<file path="src/rtl/ffpa_pkg.sv">
// shared types and constants of the frame pool allocator
package ffpa_pkg;

    // field widths
    localparam int OP_W       = 1;
    localparam int ADDR_W     = 32;
    localparam int STATUS_W   = 2;
    localparam int FADDR_W    = 26;
    localparam int FIDX_W     = 10;
    localparam int FFREE_W    = 11;
    localparam int CTR_W      = 32;
    localparam int FC_W       = 11;
    localparam int FB_W       = 17;
    localparam int CFG_IDX_W  = 1;
    localparam int CFG_DATA_W = 17;

    // operation codes
    localparam logic [OP_W-1:0] OP_ALLOC   = 1'b0;
    localparam logic [OP_W-1:0] OP_RELEASE = 1'b1;

    // register indexes
    localparam logic [CFG_IDX_W-1:0] CFG_FRAME_COUNT = 1'b0;
    localparam logic [CFG_IDX_W-1:0] CFG_FRAME_BYTES = 1'b1;

    // register reset values and limits
    localparam int              FC_RESET = 1024;
    localparam logic [FB_W-1:0] FB_RESET = 17'd2048;
    localparam logic [FB_W-1:0] FB_MAX   = 17'h10000;

    // low-water mark is a quarter of the pool
    localparam int LOW_WATER_SHIFT = 2;

    typedef enum logic [STATUS_W-1:0] {
        ST_OK       = 2'd0,
        ST_EMPTY    = 2'd1,
        ST_RANGE    = 2'd2,
        ST_NOT_HELD = 2'd3
    } t_status;

    typedef struct packed {
        t_status              status;
        logic [FADDR_W-1:0]   frame_address;
        logic [FIDX_W-1:0]    frame_index;
        logic [FFREE_W-1:0]   free_frames;
        logic                 low_water;
        logic [CTR_W-1:0]     failure_total;
        logic [CTR_W-1:0]     alloc_total;
        logic [CTR_W-1:0]     release_total;
    } t_result;

endpackage

</file>
<file path="src/rtl/ffpa_mul.sv">
// bit-serial shift-add multiplier: frame index times frame size, msb first
module ffpa_mul import ffpa_pkg::*; #(
    parameter int MPLR_W = 10
) (
    input  logic               i_clk,
    input  logic               i_rst_n,
    input  logic               i_start,
    input  logic [MPLR_W-1:0]  i_multiplier,
    input  logic [FB_W-1:0]    i_multiplicand,
    output logic               o_done,
    output logic [FADDR_W-1:0] o_product
);

    localparam int STEP_W = $clog2(MPLR_W + 1);

    logic               r_busy, n_busy;
    logic               r_done, n_done;
    logic [STEP_W-1:0]  r_cnt, n_cnt;
    logic [MPLR_W-1:0]  r_mplr, n_mplr;
    logic [FB_W-1:0]    r_mcand, n_mcand;
    logic [FADDR_W-1:0] r_acc, n_acc;

    always_comb begin
        n_busy  = r_busy;
        n_done  = 1'b0;
        n_cnt   = r_cnt;
        n_mplr  = r_mplr;
        n_mcand = r_mcand;
        n_acc   = r_acc;
        if (i_start) begin
            n_busy  = 1'b1;
            n_cnt   = STEP_W'(MPLR_W);
            n_mplr  = i_multiplier;
            n_mcand = i_multiplicand;
            n_acc   = '0;
        end else if (r_busy) begin
            // product kept modulo the address field width
            n_acc  = {r_acc[FADDR_W-2:0], 1'b0}
                   + (r_mplr[MPLR_W-1] ? FADDR_W'(r_mcand) : FADDR_W'(0));
            n_mplr = r_mplr << 1;
            n_cnt  = r_cnt - 1'b1;
            if (r_cnt == STEP_W'(1)) begin
                n_busy = 1'b0;
                n_done = 1'b1;
            end
        end
    end

    always_ff @(posedge i_clk) begin
        if (!i_rst_n) begin
            r_busy <= 1'b0;
            r_done <= 1'b0;
            r_cnt  <= '0;
        end else begin
            r_busy <= n_busy;
            r_done <= n_done;
            r_cnt  <= n_cnt;
        end
    end

    always_ff @(posedge i_clk) begin
        r_mplr  <= n_mplr;
        r_mcand <= n_mcand;
        r_acc   <= n_acc;
    end

    assign o_done    = r_done;
    assign o_product = r_acc;

endmodule

</file>
<file path="config.mk">
export PLATFORM = sky130hd
export DESIGN_NAME = ffpa_mul
export DESIGN_NICKNAME = d
export VERILOG_FILES = /design/src/rtl/ffpa_pkg.sv /design/src/rtl/ffpa_mul.sv
export SDC_FILE = /design/constraint.sdc
export NUM_CORES = 1
export LEC_CHECK = 0
export BUFFER_PORTS_ARGS = -buffer_cell sky130_fd_sc_hd__buf_2
export CORE_MARGIN = 4
export CORE_UTILIZATION = 56
export CTS_CLUSTER_SIZE = 40
export DETAILED_ROUTE_END_ITERATION = 8
export HOLD_SLACK_MARGIN = 0.02
export PLACE_DENSITY = 0.77
export SYNTH_ARGS = -nofsm -noshare
export SYNTH_HDL_FRONTEND = slang
export SYNTH_SLANG_ARGS = --single-unit
</file>
<file path="constraint.sdc">
create_clock -name i_clk -period 3.8 [get_ports i_clk]
set_input_delay 0.57 -clock i_clk [delete_from_list [all_inputs] [get_ports i_clk]]
set_output_delay 0.57 -clock i_clk [all_outputs]
set_load 0.01 [all_outputs]
</file>
==> results.md <==
- Post-CTS setup buffers: 0
- Post-synth EDFFs: 27
- Area grow syn2layout: 17.6%
- FMAX: 326 MHz
- IO Port Bufs: 56
- Residual DRC: 0
- Post-Synthesis Cells: 307
- Die width: 82.8 µm
- Crit-path max FO: 10
- Net Sw Frac: 0.268
- Pins Over Slew Limit: 0
- Grt total ovfl: 0
- Initial antenna violation count: 0
- Detailed Place HPWL: 4.77 mm
- CTS tree: done
- Leading cell type in the layout, fill and taps excluded: buf_2
- Worst Path Required: 4.02 ns
- Placed cells: 427
- Peak VDD IR: 0.000370 V
- CTS Buf Count: 9
- Setup Viol. Count Final: 0
- 1st-iter DRT viols: 159
- Final net count: 417
- Final WL: 6.48 mm
- GR peak layer: met2
- Global Route met2 Usage: 0.314
- DR vias: 2517
- CTS root buffer: clkbuf_8
- Synth Flop Type: dfxtp_1
- Clk_lat worst skew: 0.34 ns
- Hold Startpoint: i_multiplicand[2]
- Final GP Congestion: 0.918
- Final Hold Fails: 0
- Number of I/O pins: 57
- PwrDens: 418 mW/mm²
- Leak pwr: 1.57 nW
- Fraction of final layout cells sized beyond drive strength 1: 0.252
- Reg clk slew, reported paths: 0.07 ns
- Post-route insts no fill: 443
- Max Clock Skew: 0.0113 ns
- Clk sinks: 59
- Avg Cell Area, Syn: 10.2 µm²
- Combinational share of power: 0.168
- Worst Setup EP: o_product[21]$_SDFFE_PP0P_
- Syn Nets: 356
- CP Launch Type: flip-flop
- Internal power: 1.13 mW
- Cell Rows: 26
- RSZ-0062 raised after global routing: false
- Fill cell count: 414
- Commonest cells after routing, fill and taps aside: buf_2 (56), dfxtp_1 (32), edfxtp_1 (27)
- Final ANT Viol Nets: 0
- Switching pwr: 0.414 mW
- Setup TNS: 0 ns
- Yosys reg bits: 59
- Core area: 0.00527 mm²
- Post-DR vias/cell: 5.68
- Worst-margin pin slew: 0.487 ns
- Crit. End Element: flip-flop
- Vias in the first global route: 2406
- Outcome: complete, no violations
- Synthesized area: 0.00314 mm²
- Gr usage total: 0.197
- GR Layer Usage met1: 0.251
- H-tree depth: 3
- Met3 Usage GRT: 0.0574
- Final Cycle Share: 0.807
- Seq/Total Area, Yosys: 0.463
- Worst setup path startpoint: r_mplr[9]$_DFFE_PP_
- Kind of critical path: flip-flop to flip-flop
- WL/cell: 14.6 µm
- Maxcap violations: 0
- Largest net degree at the start of global routing: 41
- Worst reg2reg setup slack: 0.73 ns
- Flop pwr share: 0.485
- Initial core utilization: 0.595
- Diode count: 0
- Post-CTS sizing: 0
- Clock power share: 0.347
- Ys async rst share: 0
- Synth warnings: 0
- Final min period: 3.07 ns
- Hold Crit Class: input port to flip-flop
- Reg2reg path depth: 9
- Hold Buf Count CTS: 0
- Relative slew margins: 0.673
- Crit path DAT: 3.29 ns
- DRT Pass-1 Iters: 4
- Reg2reg end: o_product[21]$_SDFFE_PP0P_
- Die Area: 0.00686 mm²
- Die height: 82.8 µm
- First-pass GRT wire length: 11.1 mm
- Clock Path Buffers: 2
- Start of the worst register-to-register path: r_mplr[9]$_DFFE_PP_
- Distinct cells, synth: 59
## layout make-up
type,count,area (µm²),area share
multi-input combinational,226,1600,0.434
sequential,59,1450,0.394
timing repair buffer,62,325,0.0883
clock buffer,10,128,0.0346
tap,70,87.6,0.0238
clock inverter,6,56.3,0.0153
inverter,10,37.5,0.0102
## cell families after synthesis
logic type	count (synthesis)	synth area share
flops	59	0.463
simple gates	106	0.170
xor+xnor	14	0.0391
compound gates	70	0.166
fa+ha+maj	19	0.0782
buf+inv	22	0.0267
mux	17	0.0579
## worst min-delay path by stage
| stage | end | slack [ns] | cells after the start |
|---|---|---|---|
| 4_1_cts | r_mcand[2]$_DFFE_PP_ | 0.39 | 1 |
| 3_3_place_gp | o_product[25]$_SDFFE_PP0P_ | 0.48 | 2 |
| 2_1_floorplan | o_product[13]$_SDFFE_PP0P_ | 0.50 | 2 |
| 3_5_place_dp | o_product[25]$_SDFFE_PP0P_ | 0.48 | 2 |
| 5_1_grt | r_mcand[8]$_DFFE_PP_ | 0.39 | 1 |
| 6_report | r_mcand[2]$_DFFE_PP_ | 0.40 | 1 |
## per-stage QoR
step	power, mW	hold WS (ns)	setup slack (ns)	utilization	cell area [µm²]
finish	1.54	0.403	0.732	0.699	3690
CTS	1.56	0.389	0.735	0.699	3690
detailed placement	1.02	0.475	0.753	0.665	3500
floorplan	0.933	0.498	0.936	-	3140
global placement	1.01	0.479	0.826	0.665	3500
global route	1.62	0.389	0.586	0.699	3690
## routing by layer
metal | wire length, µm | up-vias | share of wire
li1 | - | 1250 | -
met1 | 2930 | 1169 | 0.45
met2 | 3010 | 85 | 0.46
met3 | 408 | 13 | 0.063
met4 | 131 | 0 | 0.020
met5 | 0 | - | 0
## power groups by stage
stage                     combinational, mW  sequential [mW]  clock (mW)
after floorplan                       0.173            0.760           0
after global placement                0.250            0.760           0
after detailed placement              0.256            0.761           0
after CTS                             0.259            0.748       0.550
after global routing                  0.286            0.754       0.583
final                                 0.258            0.748       0.536
## state kept, by name, summed over array words and instances (netlist names)
register and count:
r_mplr 10, r_cnt 4, o_product 26, o_done 1, r_mcand 17, r_busy 1
## cell usage after synthesis, drive strengths merged, types with 8 or more instances
cell type / number / area share
nand2: 26 / 0.031
dfxtp: 32 / 0.20
and2: 17 / 0.034
o21ai: 15 / 0.024
edfxtp: 27 / 0.26
nor2: 26 / 0.031
mux2i: 8 / 0.026
inv: 9 / 0.011
clkbuf: 10 / 0.012
nand3: 9 / 0.014
mux2: 9 / 0.032
ha: 18 / 0.072
a21oi: 16 / 0.026
xnor2: 10 / 0.028
## worst max-delay path, cell delays in order (launching register included)
cell and delay, ns:
edfxtp_1 0.51, and2_1 0.20, ha_1 0.20, fa_1 0.40, a21o_1 0.22, a221oi_2 0.36
o21bai_2 0.17, a41oi_2 0.43, nor4_1 0.08, or3_1 0.37
Power figures use the tool's default switching activity.
