### config.mk
export PLATFORM = sky130hd
export DESIGN_NAME = ffpa_div
export DESIGN_NICKNAME = d
export VERILOG_FILES = /design/src/rtl/ffpa_pkg.sv /design/src/rtl/ffpa_div.sv
export SDC_FILE = /design/constraint.sdc
export NUM_CORES = 1
export LEC_CHECK = 0
export BUFFER_PORTS_ARGS = -buffer_cell sky130_fd_sc_hd__buf_2
export CAP_MARGIN = 10
export CORE_ASPECT_RATIO = 1.4
export CORE_MARGIN = 2
export CORE_UTILIZATION = 23
export CTS_CLUSTER_SIZE = 40
export DETAILED_ROUTE_END_ITERATION = 8
export PLACE_DENSITY = 0.41
export SLEW_MARGIN = 30
export SYNTH_ARGS = -nofsm -noshare
export SYNTH_HDL_FRONTEND = slang
export SYNTH_SLANG_ARGS = --single-unit
### constraint.sdc
create_clock -name i_clk -period 4.6 [get_ports i_clk]
set_input_delay 1.15 -clock i_clk [delete_from_list [all_inputs] [get_ports i_clk]]
set_output_delay 1.15 -clock i_clk [all_outputs]
set_load 0.02 [all_outputs]
### src/rtl/ffpa_pkg.sv
// shared types and constants of the frame pool allocator
package ffpa_pkg;

    // field widths
    localparam int OP_W       = 1;
    localparam int ADDR_W     = 32;
    localparam int STATUS_W   = 2;
    localparam int FADDR_W    = 26;
    localparam int FIDX_W     = 10;
    localparam int FFREE_W    = 11;
    localparam int CTR_W      = 32;
    localparam int FC_W       = 11;
    localparam int FB_W       = 17;
    localparam int CFG_IDX_W  = 1;
    localparam int CFG_DATA_W = 17;

    // operation codes
    localparam logic [OP_W-1:0] OP_ALLOC   = 1'b0;
    localparam logic [OP_W-1:0] OP_RELEASE = 1'b1;

    // register indexes
    localparam logic [CFG_IDX_W-1:0] CFG_FRAME_COUNT = 1'b0;
    localparam logic [CFG_IDX_W-1:0] CFG_FRAME_BYTES = 1'b1;

    // register reset values and limits
    localparam int              FC_RESET = 1024;
    localparam logic [FB_W-1:0] FB_RESET = 17'd2048;
    localparam logic [FB_W-1:0] FB_MAX   = 17'h10000;

    // low-water mark is a quarter of the pool
    localparam int LOW_WATER_SHIFT = 2;

    typedef enum logic [STATUS_W-1:0] {
        ST_OK       = 2'd0,
        ST_EMPTY    = 2'd1,
        ST_RANGE    = 2'd2,
        ST_NOT_HELD = 2'd3
    } t_status;

    typedef struct packed {
        t_status              status;
        logic [FADDR_W-1:0]   frame_address;
        logic [FIDX_W-1:0]    frame_index;
        logic [FFREE_W-1:0]   free_frames;
        logic                 low_water;
        logic [CTR_W-1:0]     failure_total;
        logic [CTR_W-1:0]     alloc_total;
        logic [CTR_W-1:0]     release_total;
    } t_result;

endpackage

### src/rtl/ffpa_div.sv
// bit-serial restoring divider: address by frame size, one quotient bit per cycle
module ffpa_div import ffpa_pkg::*; (
    input  logic              i_clk,
    input  logic              i_rst_n,
    input  logic              i_start,
    input  logic [ADDR_W-1:0] i_dividend,
    input  logic [FB_W-1:0]   i_divisor,
    output logic              o_done,
    output logic [ADDR_W-1:0] o_quotient
);

    localparam int STEP_W = $clog2(ADDR_W + 1);

    logic              r_busy, n_busy;
    logic              r_done, n_done;
    logic [STEP_W-1:0] r_cnt, n_cnt;
    logic [ADDR_W-1:0] r_quo, n_quo;
    logic [FB_W-1:0]   r_rem, n_rem;
    logic [FB_W-1:0]   r_dvs, n_dvs;

    logic [FB_W:0]     trial;
    logic [FB_W:0]     diff;
    logic              fits;

    assign trial = {r_rem, r_quo[ADDR_W-1]};
    assign diff  = trial - {1'b0, r_dvs};
    assign fits  = (trial >= {1'b0, r_dvs});

    always_comb begin
        n_busy = r_busy;
        n_done = 1'b0;
        n_cnt  = r_cnt;
        n_quo  = r_quo;
        n_rem  = r_rem;
        n_dvs  = r_dvs;
        if (i_start) begin
            n_busy = 1'b1;
            n_cnt  = STEP_W'(ADDR_W);
            n_quo  = i_dividend;
            n_rem  = '0;
            n_dvs  = i_divisor;
        end else if (r_busy) begin
            n_rem = fits ? diff[FB_W-1:0] : trial[FB_W-1:0];
            n_quo = {r_quo[ADDR_W-2:0], fits};
            n_cnt = r_cnt - 1'b1;
            if (r_cnt == STEP_W'(1)) begin
                n_busy = 1'b0;
                n_done = 1'b1;
            end
        end
    end

    always_ff @(posedge i_clk) begin
        if (!i_rst_n) begin
            r_busy <= 1'b0;
            r_done <= 1'b0;
            r_cnt  <= '0;
        end else begin
            r_busy <= n_busy;
            r_done <= n_done;
            r_cnt  <= n_cnt;
        end
    end

    always_ff @(posedge i_clk) begin
        r_quo <= n_quo;
        r_rem <= n_rem;
        r_dvs <= n_dvs;
    end

    assign o_done     = r_done;
    assign o_quotient = r_quo;

endmodule

==> results by group <==
Finish
  • Share of cells above drive strength 1: about a third
  • Area grow syn2layout: 24.46%
  • Final instance area: a little under 0.005 mm²
  • Number of fill cells in the layout: 1768
  • Final #Nets: 518
  • Final Non-Filler Cells: between 600 and 700
  • N_diodes: 0

Global route
  • Global-route wire length before repair: 15910 µm
  • Met2 usage: around a fifth
  • Initial antenna violation count: 0
  • Pin count of the biggest net entering global routing: 33
  • Met1 usage: between 10% and 20%
  • Total gr overflow: 0
  • Top Usage Layer GRT: met2
  • Global Route Usage Sum: around 11%
  • Met3 usage: 5.015%
  • Vias in the first global route: 3217

Synthesis
  • Mapped cell area: 0.003907 mm²
  • Synthesis Warnings: 0
  • Post-synthesis sequential area ratio: 50.46%
  • Syn nets: 432
  • Synthesized area per cell: approximately 11 µm²
  • #FFs+latches synth: 74
  • Commonest register cell after synthesis: edfxtp_1
  • Post-synth ARST share: 0%
  • Post-synthesis cell count: between 300 and 400
  • Number of synthesized flops with an enable pin: 49
  • Netlist cell types: 54

Timing
  • Slew Viols, Final: 0
  • Final Hold Fails: 0
  • Sum Neg Setup Slack: 0 ps
  • Skew final: ~10 ps
  • Final worst-path cycle share: 67.74%
  • RSZ-0062 raised after global routing: false
  • Setup violations, final: 0
  • Least-Margin Pin Slew: roughly 880 ps
  • Slew headroom: 41.59%
  • Tmin final: around 3100 ps
  • Highest Clock Rate: 320.9 MHz

Clock network
  • Max clock buf depth: 2
  • CTS Buf Count: 9
  • Post_cts resized: 0
  • Root Driver: clkbuf_16
  • Skew-Pair Late Insertion Delay: 350 ps
  • Postcts setup bufs: 0
  • TritonCTS clock tree: built
  • Clock-pin slew on the worst setup and hold paths: ~60 ps
  • Hold buffer count at cts: 0
  • H-tree levels: 3
  • # clock sinks: 74

Routing
  • Drt via density: between 4 and 5
  • Final WL: 9670 µm
  • First-pass DRT Iterations: 6
  • Post-DRT Antenna Nets: 0
  • Avg WL per Cell: around 15 µm
  • DRC errors left: 0
  • Vias: around 3000
  • 1st-iter DRT viols: between 100 and 150

Power and ir drop
  • PD cells: between 300 and 400 mW/mm²
  • Max IR drop VDD: between 0.15 and 0.2 mV
  • Leak: between 1.5 and 2 nW

Setup path
  • Worst setup EP type: register
  • Critical Path Start Type: register
  • Critical path required time: ~4900 ps
  • WP data arrival: between 3000 and 4000 ps
  • Critical path peak fanout: 23
  • Critical path class: register to register

Placement
  • HPWL Detailed: 7092 µm
  • GP Congestion: about 0.81
  • DP Area: about 0.0046 mm²
  • Placed cells: roughly 640
  • PortBufs: 84

Die
  • Height of the die: roughly 160 µm
  • Die area: 0.01806 mm²
  • Starting Density: 23.43%
  • Chip Width: 114.2 µm
  • CORE AREA: between 0.015 and 0.02 mm²
  • Num ports: 85
  • Row count: 56

Min path
  • Hold Crit Class: register to register

Flow run
  • Max-cap violations: 0

Run status
  • Run status: completed
[worst max-delay path: stages (launching register included)]
cell and delay, ps:
edfxtp_1 420, inv_1 80, ha_1 150, inv_1 50
fa_1 400, a21o_1 230, a22o_1 220, o311ai_2 270
and3_1 780, nand2_1 160, a311oi_2 260
[power by group]
| part | internal, mW | total, mW | switching (mW) |
|---|---|---|---|
| sequential | 0.768 | 0.794 | 0.0263 |
| combinational | 0.112 | 0.271 | 0.159 |
| clock | 0.429 | 0.734 | 0.304 |
[path summary, 6_finish.rpt]
kind | startpoint | endpoint | slack, ps | cells after the start
max reg2reg | o_quotient[31]$_DFFE_PP_ | r_rem[5]$_SDFFE_PP0P_ | 1480 | 10
min | r_rem[8]$_SDFFE_PP0P_ | r_rem[8]$_SDFFE_PP0P_ | 490 | 2
max | o_quotient[31]$_DFFE_PP_ | r_rem[5]$_SDFFE_PP0P_ | 1480 | 10
min reg2reg | r_rem[8]$_SDFFE_PP0P_ | r_rem[8]$_SDFFE_PP0P_ | 490 | 2
[logic make-up (layout without fill, tap and decap cells)]
| family | after synthesis | in the layout | share of synthesized area (%) |
|---|---|---|---|
| XOR/XNOR | 15 | 15 | 3.362 |
| buffers and inverters | 40 | 131 | 4.130 |
| AND/OR/NAND/NOR | 102 | 102 | 12.30 |
| AO/OA/AOI/OAI | 76 | 76 | 13.67 |
| multiplexers | 33 | 33 | 9.478 |
| flip-flops | 74 | 74 | 50.46 |
| adder cells (fa/ha/maj) | 20 | 20 | 6.596 |
[flip-flops by register name, indices dropped and copies added (netlist names)]
register	cells
o_quotient	32
r_cnt	6
o_done	1
r_rem	17
r_busy	1
r_dvs	17
[metrics by stage]
step / setup slack [ps] / hold slack (ps) / util [%] / power, mW
3_5_place_dp: 1493 / 483.9 / 27.32 / 1.082
2_1_floorplan: 1948 / 453.1 / - / 0.9869
3_3_place_gp: 1588 / 478.8 / 27.32 / 1.082
6_report: 1484 / 489.4 / 29.16 / 1.799
4_1_cts: 1453 / 493.0 / 29.16 / 1.830
5_1_grt: 1225 / 535.4 / 29.16 / 1.887
[synth_stat cells, drive strengths merged, types with 2 or more instances]
master,n,area (µm²)
nand3,16,80.08
o311ai,4,42.55
nand2b,6,37.54
xnor2,9,78.83
dfxtp,25,500.5
inv,26,97.59
o31ai,2,15.01
nor2,26,97.59
clkbuf,6,22.52
a211oi,3,22.52
edfxtp,49,1471
o22ai,2,12.51
o21bai,2,15.01
xor2,6,52.55
a21o,4,30.03
o21ai,18,90.08
ha,19,237.7
nand2,33,123.9
nor4,4,40.04
mux2,32,360.4
buf,8,41.28
and3,3,18.77
a32oi,7,61.31
nor3,6,30.03
a21oi,18,90.09
nand4,3,18.77
a311oi,3,38.79
[per-layer routing]
metal | vias to the layer above | part of all wire (%)
met3 | 16 | 9.1
met5 | - | 0
met1 | 1400 | 40
met2 | 96 | 48
li1 | 1515 | -
met4 | 0 | 2.6
[placed cells by master, fill, tap and decap left out, types with 2 or more instances in the layout]
cell type | netlist | final
buf_2 | 3 | 84
edfxtp_1 | 49 | 49
nand2_1 | 33 | 33
mux2_2 | 32 | 32
nor2_1 | 26 | 26
inv_1 | 26 | 26
dfxtp_1 | 25 | 25
ha_1 | 19 | 19
a21oi_1 | 18 | 18
o21ai_0 | 17 | 17
nand3_1 | 16 | 16
xnor2_1 | 9 | 9
clkbuf_16 | 0 | 9
a32oi_1 | 7 | 7
nand2b_1 | 6 | 6
nor3_1 | 6 | 6
xor2_1 | 6 | 6
buf_4 | 0 | 5
a21o_1 | 4 | 4
and3_1 | 3 | 3
nand4_1 | 3 | 3
a211oi_1 | 3 | 3
nor4_1 | 3 | 3
inv_6 | 0 | 3
o21bai_1 | 2 | 2
o22ai_1 | 2 | 2
o31ai_1 | 2 | 2
o311ai_1 | 2 | 2
a311oi_2 | 2 | 2
clkinvlp_4 | 0 | 2
[layout make-up]
type	count	area, µm²	area share [%]
repair buffers	89	457.9	9.416
clock buffers	9	225.2	4.631
flip-flops and latches	74	1972	40.55
multi-input cells	246	1774	36.48
clock inverters	7	82.58	1.698
inverters	26	97.59	2.007
well taps	203	254.0	5.223
Note: power is estimated with default switching activity, not from simulation.
